**config.mk**
```make
export PLATFORM = sky130hd
export DESIGN_NAME = tlb_page_table_translator
export DESIGN_NICKNAME = d
export VERILOG_FILES = /design/src/rtl/core/tlbpt_pkg.sv /design/src/rtl/core/tlbpt_ctrl.sv /design/src/rtl/core/tlbpt_datapath.sv /design/src/rtl/core/tlb_page_table_translator.sv
export SDC_FILE = /design/constraint.sdc
export NUM_CORES = 2
export LEC_CHECK = 0
export ABC_CLOCK_PERIOD_IN_PS = 20500
export BUFFER_PORTS_ARGS = -buffer_cell sky130_fd_sc_hd__buf_4
export CAP_MARGIN = 15
export CORE_ASPECT_RATIO = 1.4
export CORE_MARGIN = 3
export CORE_UTILIZATION = 35
export DETAILED_ROUTE_END_ITERATION = 8
export GPL_ROUTABILITY_DRIVEN = 0
export PLACE_DENSITY = 0.52
export SYNTH_ARGS = -nofsm -noshare
export SYNTH_HDL_FRONTEND = slang
export SYNTH_SLANG_ARGS = --single-unit
```
**constraint.sdc**
```tcl
create_clock -name clk_i -period 20.5 [get_ports clk_i]
set_clock_uncertainty 0.15 [all_clocks]
set_input_delay 0 -clock clk_i [delete_from_list [all_inputs] [get_ports clk_i]]
set_output_delay 0 -clock clk_i [all_outputs]
set_load 0.1 [all_outputs]
```
**src/rtl/core/tlbpt_pkg.sv**
```systemverilog
// shared constants and controller/datapath signal groups of the tlb page table translator
package tlbpt_pkg;

  localparam int ADDR_W      = 16;
  localparam int TLB_ENTRIES = 16;
  localparam int PAGE_BYTES  = 256;
  localparam int PAGE_COUNT  = 256;
  localparam int FRAME_COUNT = 256;

  localparam int OFF_W   = $clog2(PAGE_BYTES);
  localparam int PAGE_W  = $clog2(PAGE_COUNT);
  localparam int FRAME_W = $clog2(FRAME_COUNT);
  localparam int IDX_W   = $clog2(TLB_ENTRIES);
  localparam int AGE_W   = 16;
  localparam int CNT_W   = 16;

  localparam logic [AGE_W-1:0] AGE_MAX = {AGE_W{1'b1}};
  localparam logic [CNT_W-1:0] CNT_MAX = {CNT_W{1'b1}};

  // victim search tree: first level over groups, second level over group winners
  localparam int TLB_GROUP = 4;
  localparam int NGROUPS   = (TLB_ENTRIES + TLB_GROUP - 1) / TLB_GROUP;

  typedef struct packed {
    logic accept;       // capture word, run tlb compare, age entries, read page table
    logic look;         // register group maxima and page table valid bit
    logic commit_hit;   // finish a hit into the output register
    logic commit_fill;  // refill victim, update page table, finish into output register
  } cmd_t;

  typedef struct packed {
    logic hit;
  } status_t;

endpackage

```
**src/rtl/core/tlbpt_ctrl.sv**
```systemverilog
// controller state machine of the tlb page table translator
module tlbpt_ctrl (
  input  logic              clk_i,
  input  logic              rst_ni,
  input  logic              in_valid_i,
  output logic              in_stall_o,
  output logic              out_valid_o,
  input  logic              out_stall_i,
  input  tlbpt_pkg::status_t status_i,
  output tlbpt_pkg::cmd_t    cmd_o
);

  typedef enum logic [1:0] {
    ST_IDLE,
    ST_LOOK,
    ST_FILL
  } state_e;

  state_e state_q, state_d;
  logic   out_valid_q, out_valid_d;
  logic   out_free;

  assign out_free = !out_valid_q || !out_stall_i;

  always_comb begin
    cmd_o       = '0;
    state_d     = state_q;
    out_valid_d = out_valid_q && out_stall_i;
    unique case (state_q)
      ST_IDLE: begin
        if (in_valid_i) begin
          cmd_o.accept = 1'b1;
          state_d      = ST_LOOK;
        end
      end
      ST_LOOK: begin
        cmd_o.look = 1'b1;
        if (!status_i.hit) begin
          state_d = ST_FILL;
        end else if (out_free) begin
          cmd_o.commit_hit = 1'b1;
          out_valid_d      = 1'b1;
          state_d          = ST_IDLE;
        end
      end
      ST_FILL: begin
        if (out_free) begin
          cmd_o.commit_fill = 1'b1;
          out_valid_d       = 1'b1;
          state_d           = ST_IDLE;
        end
      end
      default: state_d = ST_IDLE;
    endcase
  end

  always_ff @(posedge clk_i or negedge rst_ni) begin
    if (!rst_ni) begin
      state_q     <= ST_IDLE;
      out_valid_q <= 1'b0;
    end else begin
      state_q     <= state_d;
      out_valid_q <= out_valid_d;
    end
  end

  assign in_stall_o  = (state_q != ST_IDLE);
  assign out_valid_o = out_valid_q;

endmodule

```
**src/rtl/core/tlbpt_datapath.sv**
```systemverilog
// tlb entries, page table memory, counters and output register of the translator
module tlbpt_datapath (
  input  logic                              clk_i,
  input  logic                              rst_ni,
  input  tlbpt_pkg::cmd_t                   cmd_i,
  output tlbpt_pkg::status_t                status_o,
  input  logic [tlbpt_pkg::ADDR_W-1:0]      logical_address_i,
  output logic [tlbpt_pkg::ADDR_W-1:0]      physical_address_o,
  output logic                              tlb_hit_o,
  output logic                              page_fault_o,
  output logic [tlbpt_pkg::CNT_W-1:0]       hit_total_o,
  output logic [tlbpt_pkg::CNT_W-1:0]       fault_total_o
);

  // tlb
  logic [tlbpt_pkg::TLB_ENTRIES-1:0] tlb_valid_q;
  logic [tlbpt_pkg::AGE_W-1:0]       tlb_age_q   [tlbpt_pkg::TLB_ENTRIES];
  logic [tlbpt_pkg::PAGE_W-1:0]      tlb_page_q  [tlbpt_pkg::TLB_ENTRIES];
  logic [tlbpt_pkg::FRAME_W-1:0]     tlb_frame_q [tlbpt_pkg::TLB_ENTRIES];

  // page table
  logic [tlbpt_pkg::PAGE_COUNT-1:0] map_valid_q;
  logic [tlbpt_pkg::FRAME_W-1:0]    map_mem [tlbpt_pkg::PAGE_COUNT];
  logic [tlbpt_pkg::FRAME_W-1:0]    map_rdata_q;
  logic                             map_hit_q;

  // per-word registers
  logic [tlbpt_pkg::PAGE_W-1:0] page_q;
  logic [tlbpt_pkg::OFF_W-1:0]  offset_q;
  logic                         hit_q;
  logic [tlbpt_pkg::IDX_W-1:0]  hit_idx_q;

  logic [tlbpt_pkg::IDX_W-1:0]  grp_idx_q [tlbpt_pkg::NGROUPS];
  logic [tlbpt_pkg::AGE_W-1:0]  grp_age_q [tlbpt_pkg::NGROUPS];
  logic [tlbpt_pkg::IDX_W-1:0]  grp_idx_d [tlbpt_pkg::NGROUPS];
  logic [tlbpt_pkg::AGE_W-1:0]  grp_age_d [tlbpt_pkg::NGROUPS];

  logic [tlbpt_pkg::FRAME_W-1:0] next_free_q, next_free_d;
  logic [tlbpt_pkg::CNT_W-1:0]   hit_cnt_q, hit_cnt_d;
  logic [tlbpt_pkg::CNT_W-1:0]   fault_cnt_q, fault_cnt_d;

  logic [tlbpt_pkg::ADDR_W-1:0]  addr_shift;
  logic [tlbpt_pkg::PAGE_W-1:0]  in_page;
  logic                          look_hit;
  logic [tlbpt_pkg::IDX_W-1:0]   look_idx;
  logic [tlbpt_pkg::IDX_W-1:0]   victim_idx;
  logic [tlbpt_pkg::FRAME_W-1:0] frame_sel;
  logic                          fault_now;

  // output register
  logic [tlbpt_pkg::ADDR_W-1:0] phys_q;
  logic                         out_hit_q;
  logic                         out_fault_q;
  logic [tlbpt_pkg::CNT_W-1:0]  out_hit_tot_q;
  logic [tlbpt_pkg::CNT_W-1:0]  out_fault_tot_q;

  // page number modulo table size
  assign addr_shift = logical_address_i >> tlbpt_pkg::OFF_W;
  assign in_page    = tlbpt_pkg::PAGE_W'(addr_shift);

  // fully associative compare, lowest matching entry wins
  always_comb begin
    look_hit = 1'b0;
    look_idx = '0;
    for (int i = 0; i < tlbpt_pkg::TLB_ENTRIES; i++) begin
      if (!look_hit && tlb_valid_q[i] && (tlb_page_q[i] == in_page)) begin
        look_hit = 1'b1;
        look_idx = tlbpt_pkg::IDX_W'(i);
      end
    end
  end

  // first level of the oldest-entry search, strict compare keeps lowest index
  always_comb begin
    for (int g = 0; g < tlbpt_pkg::NGROUPS; g++) begin
      grp_idx_d[g] = tlbpt_pkg::IDX_W'(g * tlbpt_pkg::TLB_GROUP);
      grp_age_d[g] = tlb_age_q[g * tlbpt_pkg::TLB_GROUP];
      for (int k = 1; k < tlbpt_pkg::TLB_GROUP; k++) begin
        if ((g * tlbpt_pkg::TLB_GROUP + k) < tlbpt_pkg::TLB_ENTRIES) begin
          if (tlb_age_q[g * tlbpt_pkg::TLB_GROUP + k] > grp_age_d[g]) begin
            grp_idx_d[g] = tlbpt_pkg::IDX_W'(g * tlbpt_pkg::TLB_GROUP + k);
            grp_age_d[g] = tlb_age_q[g * tlbpt_pkg::TLB_GROUP + k];
          end
        end
      end
    end
  end

  // second level over group winners
  always_comb begin
    logic [tlbpt_pkg::AGE_W-1:0] best_age;
    best_age   = grp_age_q[0];
    victim_idx = grp_idx_q[0];
    for (int g = 1; g < tlbpt_pkg::NGROUPS; g++) begin
      if (grp_age_q[g] > best_age) begin
        best_age   = grp_age_q[g];
        victim_idx = grp_idx_q[g];
      end
    end
  end

  // result frame and counter updates
  always_comb begin
    fault_now = !hit_q && !map_hit_q;
    if (hit_q) begin
      frame_sel = tlb_frame_q[hit_idx_q];
    end else if (map_hit_q) begin
      frame_sel = map_rdata_q;
    end else begin
      frame_sel = next_free_q;
    end
    hit_cnt_d   = hit_cnt_q;
    fault_cnt_d = fault_cnt_q;
    next_free_d = next_free_q;
    if (cmd_i.commit_hit && (hit_cnt_q != tlbpt_pkg::CNT_MAX)) begin
      hit_cnt_d = hit_cnt_q + 1'b1;
    end
    if (cmd_i.commit_fill && fault_now) begin
      if (fault_cnt_q != tlbpt_pkg::CNT_MAX) begin
        fault_cnt_d = fault_cnt_q + 1'b1;
      end
      if (next_free_q == tlbpt_pkg::FRAME_W'(tlbpt_pkg::FRAME_COUNT - 1)) begin
        next_free_d = '0;
      end else begin
        next_free_d = next_free_q + 1'b1;
      end
    end
  end

  // control state: valid bits, ages, counters
  always_ff @(posedge clk_i or negedge rst_ni) begin
    if (!rst_ni) begin
      tlb_valid_q <= '0;
      map_valid_q <= '0;
      for (int i = 0; i < tlbpt_pkg::TLB_ENTRIES; i++) begin
        tlb_age_q[i] <= '0;
      end
      next_free_q <= '0;
      hit_cnt_q   <= '0;
      fault_cnt_q <= '0;
    end else begin
      if (cmd_i.accept) begin
        for (int i = 0; i < tlbpt_pkg::TLB_ENTRIES; i++) begin
          if (look_hit && (look_idx == tlbpt_pkg::IDX_W'(i))) begin
            tlb_age_q[i] <= '0;
          end else if (tlb_age_q[i] != tlbpt_pkg::AGE_MAX) begin
            tlb_age_q[i] <= tlb_age_q[i] + 1'b1;
          end
        end
      end
      if (cmd_i.commit_fill) begin
        tlb_valid_q[victim_idx] <= 1'b1;
        tlb_age_q[victim_idx]   <= '0;
        if (fault_now) begin
          map_valid_q[page_q] <= 1'b1;
        end
      end
      next_free_q <= next_free_d;
      hit_cnt_q   <= hit_cnt_d;
      fault_cnt_q <= fault_cnt_d;
    end
  end

  // page table frames, registered read
  always_ff @(posedge clk_i) begin
    if (cmd_i.accept) begin
      map_rdata_q <= map_mem[in_page];
    end
    if (cmd_i.commit_fill && fault_now) begin
      map_mem[page_q] <= next_free_q;
    end
  end

  // payload registers
  always_ff @(posedge clk_i) begin
    if (cmd_i.accept) begin
      page_q    <= in_page;
      offset_q  <= logical_address_i[tlbpt_pkg::OFF_W-1:0];
      hit_q     <= look_hit;
      hit_idx_q <= look_idx;
    end
    if (cmd_i.look) begin
      map_hit_q <= map_valid_q[page_q];
      for (int g = 0; g < tlbpt_pkg::NGROUPS; g++) begin
        grp_idx_q[g] <= grp_idx_d[g];
        grp_age_q[g] <= grp_age_d[g];
      end
    end
    if (cmd_i.commit_fill) begin
      tlb_page_q[victim_idx]  <= page_q;
      tlb_frame_q[victim_idx] <= frame_sel;
    end
    if (cmd_i.commit_hit || cmd_i.commit_fill) begin
      phys_q          <= tlbpt_pkg::ADDR_W'({frame_sel, offset_q});
      out_hit_q       <= hit_q;
      out_fault_q     <= fault_now;
      out_hit_tot_q   <= hit_cnt_d;
      out_fault_tot_q <= fault_cnt_d;
    end
  end

  assign status_o.hit       = hit_q;
  assign physical_address_o = phys_q;
  assign tlb_hit_o          = out_hit_q;
  assign page_fault_o       = out_fault_q;
  assign hit_total_o        = out_hit_tot_q;
  assign fault_total_o      = out_fault_tot_q;

endmodule

```
**src/rtl/core/tlb_page_table_translator.sv**
```systemverilog
// top level of the tlb and demand-paging address translator
//
//   channel  direction  handshake                  payload
//   in       sink       in_valid_i / in_stall_o    logical_address_i
//   out      source     out_valid_o / out_stall_i  physical_address_o, tlb_hit_o,
//                                                  page_fault_o, hit_total_o, fault_total_o
//
// one word at a time: accept compares all tlb entries, ages them and reads the page table,
// the look state registers the page table valid bit and the first level of the oldest-entry
// search and finishes a hit once the output register is free, the fill state refills on a miss
// reset clears tlb valid bits, ages, page table valid bits and counters at once
// a result held by out_stall_i waits in the output register; the next word is taken
// meanwhile and finishes once the output register frees up
module tlb_page_table_translator (
  input  logic                         clk_i,
  input  logic                         rst_ni,
  input  logic                         in_valid_i,
  output logic                         in_stall_o,
  input  logic [tlbpt_pkg::ADDR_W-1:0] logical_address_i,
  output logic                         out_valid_o,
  input  logic                         out_stall_i,
  output logic [tlbpt_pkg::ADDR_W-1:0] physical_address_o,
  output logic                         tlb_hit_o,
  output logic                         page_fault_o,
  output logic [tlbpt_pkg::CNT_W-1:0]  hit_total_o,
  output logic [tlbpt_pkg::CNT_W-1:0]  fault_total_o
);

  // command and status between sequencer and datapath
  tlbpt_pkg::cmd_t    cmd;
  tlbpt_pkg::status_t status;

  tlbpt_ctrl u_ctrl (
    .clk_i       (clk_i),
    .rst_ni      (rst_ni),
    .in_valid_i  (in_valid_i),
    .in_stall_o  (in_stall_o),
    .out_valid_o (out_valid_o),
    .out_stall_i (out_stall_i),
    .status_i    (status),
    .cmd_o       (cmd)
  );

  // tlb, page table, counters and output register
  tlbpt_datapath u_datapath (
    .clk_i              (clk_i),
    .rst_ni             (rst_ni),
    .cmd_i              (cmd),
    .status_o           (status),
    .logical_address_i  (logical_address_i),
    .physical_address_o (physical_address_o),
    .tlb_hit_o          (tlb_hit_o),
    .page_fault_o       (page_fault_o),
    .hit_total_o        (hit_total_o),
    .fault_total_o      (fault_total_o)
  );

endmodule

```
---- Yosys cells after proc, flatten, opt, wreduce, memory -nomap -nowiden ----
Memories as Yosys holds them, arrays and structs flattened. A register that Yosys moved wholly into a read port is not among the register bits.
Cells that the tools add are included.
cells by class
  add/subtract/negate cells ............... 19
  magnitude comparators ................... 21
  equal/unequal tests ..................... 53
  mux-type cells .......................... 128
  bitwise operators ....................... 5
  reductions and logical operators ........ 79
operators with widths
  operator                 count
  $mux W16                 50
  $mux W256                2
  $add A16 B1 Y16 const B  18
  $ne A16 B16 Y1 const B   18
  $and A256 B256 Y256      1
  $not A256 Y256           1
  $or A256 B256 Y256       1
  $gt A16 B16 Y1           15
  $eq A8 B8 Y1             16
  $mux W4                  18
  $demux W16 S4            1
  $logic_and A1 B1 Y1      54
  $mux W1                  37
  $eq A4 B4 Y1 const B     8
  $mux W2                  12
  $mux W8                  3
  $logic_not A1 Y1         19
  $eq A4 B3 Y1 const B     4
  $or A16 B16 Y16          1
  $lt A8 B9 Y1 const B     1
  $add A8 B1 Y8 const B    1
  $bmux W1 S8              1
  $demux W1 S8             1
  $eq A4 B2 Y1 const B     2
  19 further kinds         20
word-level totals
  register bits ........................... 643
  RAM bits ................................ 2,384
  output and inout bits ................... 52
  memories ................................ 5
memory list
  memory                  depth  width  rd ports  clocked after memory_dff  write ports  line                  source
  u_datapath.map_mem      256    8      1         1                         1            tlbpt_datapath.sv:23  logic [tlbpt_pkg::FRAME_W-1:0] map_mem [tlbpt_pkg::PAGE_COUNT];
  u_datapath.tlb_frame_q  16     8      1         1                         1            tlbpt_datapath.sv:19  logic [tlbpt_pkg::FRAME_W-1:0] tlb_frame_q [tlbpt_pkg::TLB_ENTRIES];
  u_datapath.tlb_page_q   16     8      16        0                         1            tlbpt_datapath.sv:18  logic [tlbpt_pkg::PAGE_W-1:0] tlb_page_q [tlbpt_pkg::TLB_ENTRIES];
  u_datapath.grp_age_q    4      16     4         0                         4            tlbpt_datapath.sv:34  logic [tlbpt_pkg::AGE_W-1:0] grp_age_q [tlbpt_pkg::NGROUPS];
  u_datapath.grp_idx_q    4      4      4         0                         4            tlbpt_datapath.sv:33  logic [tlbpt_pkg::IDX_W-1:0] grp_idx_q [tlbpt_pkg::NGROUPS];

---- Logic depth before layout (Yosys ltp) ----
An unclocked memory read counts as a cell.
  depth after elaboration ................. 70
  gate-level depth with buffers ........... 33
  gate-level depth less buffers ........... 28

---- Hierarchy ----
A second synthesis with hierarchy kept.
unflattened totals
  cells, all modules ...................... 7,450
  area, all modules ....................... 128,365.6 sq um
by module, submodules not included
  module          instances  cells each  area an instance (sq um)
  tlbpt_datapath  1          7,424       128,121.6
  tlbpt_ctrl      1          26          244.0

---- Worst setup path after synthesis ----
OpenSTA, ideal clock, no wires.
  path kind ............................... register to register
  start ................................... mem u_datapath.grp_age_q[1][3] (netlist name)
  end ..................................... reg u_datapath.tlb_age_q[195] (netlist name)
  setup time .............................. 0.132 ns
  arrival ................................. 7.012 ns
  required time ........................... 20.218 ns
  path slack .............................. 13.206 ns
  stages on the path, launching flop included .. 28
  path buffers ............................ 3
  clock period less this slack ............ 7.294 ns
  cells stage by stage .................... edfxtp_1 -> ha_1 -> nand4_1 -> o21ai_0 -> o221ai_1 -> a21oi_2 -> clkbuf_1 -> nor2_1 -> a21oi_1 -> ha_1 -> nor2b_1 -> o211a_1 -> o21ai_0 -> nand4_1 -> nand2_1 -> buf_1 -> nand2_1 -> o21ai_0 -> ha_1 -> a211o_1 -> a21oi_1 -> o211ai_1 -> o31a_1 -> a2111o_1 -> a211oi_1 -> a21o_1 -> buf_1 -> nor2_1
RTL lines
  item                             line                   source
  from (decl)                      tlbpt_datapath.sv:34
  to (signal, indexed assignment)  tlbpt_datapath.sv:147  tlb_age_q[i] <= tlb_age_q[i] + 1'b1;
  to (decl)                        tlbpt_datapath.sv:17   logic [tlbpt_pkg::AGE_W-1:0] tlb_age_q [tlbpt_pkg::TLB_ENTRIES];

==> qor.txt <==
Run status - completed
Element type at the critical path start - flip-flop
Synth Net Count - 7831
CTS tree - done
Vias in the first global route - 72600
Endpoint of the worst register-to-register path - u_datapath.tlb_page_q[11][2]
Post-route non-filler standard cell count - 12900
Worst-case register-to-register setup slack - 12.26 ns
Sw Share - 31.4%
Slew at the pin with the worst max-slew slack - 1.20 ns
Time the final worst path needs with I/O delays and setup - 8.24 ns
Later-pin clock latency in the skew report - 0.93 ns
Area added between synthesis and finish - 13.4%
Maximum number of pins on one net before global-route repair - 146
First-pass detailed-route iteration total - 7
Final Worst Setup Slack - 12.26 ns
Yosys cell types - 77
Fraction of registers with async set/reset - 18.8%
Synthesized flop and latch total - 3031
Cell taking the most area after synthesis - sky130_fd_sc_hd__edfxtp_1
Total track usage - 18.5%
Clock Pin Slew Worst Setup and Hold Paths - 0.07 ns
Post-placement cell area - 136000 um^2
Sw power - 5.41 mW
Synth top cells by count - 2456 x sky130_fd_sc_hd__edfxtp_1, 797 x sky130_fd_sc_hd__mux4_2, 607 x sky130_fd_sc_hd__nor2_1, 571 x sky130_fd_sc_hd__dfrtp_1, 282 x sky130_fd_sc_hd__or2_2
Layout cell share with drive strength beyond 1 - 23.2%
Warnings, synthesis - 0
Die span in x - 519 um
Resized Gates After CTS - 0
Antenna violations before repair - 8
Violation count after the first detailed-routing iteration - 5792
Fill cell total of the finished layout - 33100
Path type of the worst min-delay path - in2reg
Maxcap violations - 0
Number of endpoints with negative hold slack in the final report - 0
Req. time, crit path - 20.82 ns
Number of placed I/O pins - 72
DRC violation count after routing - 0
Max Buffers Root-to-Sink - 4
Total Neg Setup Slack - 0 ns
Depth of the worst register-to-register path - 23
Sequential cell fraction of total power - 45.0%
Remaining global-route overflow - 0
Max Transition Viols Final - 0
Internal portion of total power - 11.8 mW
Chip Height - 724 um
Leakage power figure - 47.6 nW
Combined area of all synthesized cells - 129000 um^2
Port buffer count - 71
Power share of the clock group - 33.0%
Slew Limit Headroom - 19.6%
Part of the total power dissipated in combinational logic - 22.0%
Final setup violating endpoints - 0
Ratio of total power to cell area - 118 nW/um^2
Number of buffers created by CTS - 311
Critical path fanouts, max - 31
Die Footprint - 376000 um^2
Sequential cell area in the final layout - 88200 um^2
Initial core utilization - 35.1%
Highest Clock Rate - 0.121 GHz
Maximum VDD drop - 0.164 mV
Area share of the largest cell type after synthesis - 57.2%
Post-CTS setup-driven buffer insertion count - 0
Total Nets Final - 8071
Pre-CTS setup slack - 12.35 ns
Area of all placed cells without fillers - 146000 um^2
Crit path DAT - 8.56 ns
End of the critical path - u_datapath.tlb_page_q[11][2]
Reg-to-reg startpoint - u_datapath.grp_age_q[1][3]
First-pass GRT wire length - 516000 um
Number of enable flip-flop cells after synthesis - 2456
Post-DP HPWL - 228000 um
Footprint of the multi-input gates - 38800 um^2
Level count of the clock H-tree - 5
CP Class - reg2reg
Antenna-violating nets left - 0
Gate count after technology mapping - 7548
Num Clock Sinks - 3031
Final core utilization - 39.9%
DR vias - 69100
Average wire per cell in the routed design - 27.2 um
Main area contributors after synthesis - sky130_fd_sc_hd__edfxtp_1 57%, sky130_fd_sc_hd__mux4_2 14%, sky130_fd_sc_hd__dfrtp_1 11%
Type of element capturing the critical path - flip-flop
Placed insts - 12300
Commonest register cell after synthesis - sky130_fd_sc_hd__edfxtp_1
RSZ-0062 raised after global routing - no
Worst Setup SP - u_datapath.grp_age_q[1][3]
Period Utilization, post-route - 40.2%
Standard-cell row count - 263
Sum of routed wire length over all layers - 352000 um
Seq/Total Area, Yosys - 68.4%
Root Buffer - sky130_fd_sc_hd__clkbuf_16
Count leader, synth - sky130_fd_sc_hd__edfxtp_1
Via density - 5.34
Core box area - 367000 um^2
Post-Syn Area per Cell - 17.1 um^2
## worst max-delay path, cell delays in order, from the launching register on
cell,delay (ns)
sky130_fd_sc_hd__edfxtp_1,0.40
sky130_fd_sc_hd__ha_1,0.34
sky130_fd_sc_hd__nand3_1,0.08
sky130_fd_sc_hd__a21boi_0,0.20
sky130_fd_sc_hd__o221ai_1,0.19
sky130_fd_sc_hd__a21oi_2,0.56
sky130_fd_sc_hd__buf_4,0.38
sky130_fd_sc_hd__nor2_1,0.06
sky130_fd_sc_hd__a21oi_1,0.21
sky130_fd_sc_hd__ha_1,0.29
sky130_fd_sc_hd__a211oi_1,0.25
sky130_fd_sc_hd__o21ai_0,0.16
sky130_fd_sc_hd__o211ai_1,0.14
sky130_fd_sc_hd__nand4_1,0.32
sky130_fd_sc_hd__nand2_1,0.73
sky130_fd_sc_hd__o21ai_0,0.23
sky130_fd_sc_hd__ha_1,0.36
sky130_fd_sc_hd__a211o_1,0.30
sky130_fd_sc_hd__a21oi_1,0.12
sky130_fd_sc_hd__o211ai_1,0.13
sky130_fd_sc_hd__o31ai_1,0.58
sky130_fd_sc_hd__nand4_1,0.47
sky130_fd_sc_hd__a21o_1,0.34
sky130_fd_sc_hd__nor2_2,0.81
## routing by layer
layer | track usage (%) | vias to the layer above | share of wire [%]
li1 | - | 30100 | -
met1 | 22.4 | 36800 | 39
met2 | 34.2 | 1685 | 54
met3 | 2.25 | 512 | 4.0
met4 | 5.86 | 0 | 3.5
met5 | 0 | - | 0
## power groups by stage
stage,sequential [mW],clock (mW),combinational [mW]
after detailed placement,7.89,0,3.80
after global routing,7.81,6.07,4.15
after floorplan,8.09,0,2.18
after CTS,7.77,5.84,3.82
final,7.76,5.69,3.79
after global placement,7.88,0,3.72
## flip-flops by register name (all words and copies together) (netlist names), 2 cells and up, named ones only
| signal | cells |
|---|---|
| u_datapath.fault_total_o | 16 |
| u_datapath.physical_address_o | 16 |
| u_datapath.next_free_q | 8 |
| u_datapath.map_rdata_q | 8 |
| u_datapath.tlb_frame_q | 128 |
| u_datapath.map_mem | 2048 |
| u_ctrl.state_q | 2 |
| u_datapath.fault_cnt_q | 16 |
| u_datapath.tlb_page_q | 128 |
| u_datapath.hit_total_o | 16 |
| u_datapath.map_valid_q | 256 |
| u_datapath.tlb_age_q | 256 |
| u_datapath.page_q | 8 |
| u_datapath.tlb_valid_q | 16 |
| u_datapath.hit_idx_q | 4 |
| u_datapath.grp_idx_q | 8 |
| u_datapath.offset_q | 8 |
| u_datapath.grp_age_q | 64 |
| u_datapath.hit_cnt_q | 16 |
## cells in the final DEF (no fill, tap or decap), types with 35 or more instances in the layout
| cell | n |
|---|---|
| sky130_fd_sc_hd__a21o_1 | 68 |
| sky130_fd_sc_hd__and2_1 | 45 |
| sky130_fd_sc_hd__nand3_1 | 165 |
| sky130_fd_sc_hd__clkinv_1 | 42 |
| sky130_fd_sc_hd__nand2_1 | 265 |
| sky130_fd_sc_hd__mux2_2 | 45 |
| sky130_fd_sc_hd__xnor2_1 | 265 |
| sky130_fd_sc_hd__nor3_1 | 204 |
| sky130_fd_sc_hd__a31oi_1 | 55 |
| sky130_fd_sc_hd__nand4_1 | 132 |
| sky130_fd_sc_hd__clkbuf_16 | 318 |
| sky130_fd_sc_hd__buf_4 | 213 |
| sky130_fd_sc_hd__a211oi_1 | 46 |
| sky130_fd_sc_hd__nor2b_1 | 35 |
| sky130_fd_sc_hd__nor2_1 | 605 |
| sky130_fd_sc_hd__dfrtp_1 | 563 |
| sky130_fd_sc_hd__o21ai_0 | 104 |
| sky130_fd_sc_hd__mux4_2 | 797 |
| sky130_fd_sc_hd__a21oi_1 | 121 |
| sky130_fd_sc_hd__clkbuf_1 | 75 |
| sky130_fd_sc_hd__edfxtp_1 | 2456 |
| sky130_fd_sc_hd__clkinv_2 | 49 |
| sky130_fd_sc_hd__or2_2 | 282 |
| sky130_fd_sc_hd__xor2_1 | 71 |
| sky130_fd_sc_hd__mux2i_1 | 66 |
| sky130_fd_sc_hd__ha_1 | 262 |
| sky130_fd_sc_hd__inv_1 | 194 |
## how the worst min path moves through the flow
stage	start	to	slack (ns)	depth (start not counted)
after floorplan	rst_ni	u_ctrl.out_valid_o	-0.45	0
after global placement	rst_ni	u_datapath.map_valid_q[40]	-0.18	1
after detailed placement	rst_ni	u_datapath.map_valid_q[40]	-0.17	1
after CTS	out_stall_i	u_ctrl.out_valid_o	0.009	4
after global routing	logical_address_i[9]	u_datapath.tlb_age_q[189]	0.1	7
final	logical_address_i[9]	u_datapath.tlb_age_q[189]	0.01	7
## repair_timing
action | in CTS | in global routing
endpoints found under the setup margin | 0 | 0
endpoints found under the hold margin | 370 | 0
hold buffers | 30 | 0
## kinds of logic after synthesis
group                    count (synthesis)  synth area share, %
AO/OA/AOI/OAI                          584                 3.00
XOR/XNOR                               336                 2.28
adder cells (fa/ha/maj)                263                 2.55
buffers and inverters                  526                 1.64
flip-flops                            3031                 68.4
multiplexers                           908                 14.8
AND/OR/NAND/NOR                       1900                 7.28
## stage by stage
stage,total power [mW],hold slack (ns)
final,17.2,0.00990
after global routing,18.0,0.0966
after CTS,17.4,0.00922
after detailed placement,11.7,-0.174
after global placement,11.6,-0.177
after floorplan,10.3,-0.446
## layout make-up
cell class | count | area share, %
timing repair buffer | 258 | 1.47
clock inverter | 142 | 0.971
multi-input combinational | 3991 | 26.6
clock buffer | 424 | 5.93
tap | 4902 | 4.20
antenna | 5 | 0.00856
sequential | 3031 | 60.3
inverter | 195 | 0.503
(Power assumes the default switching activity.)
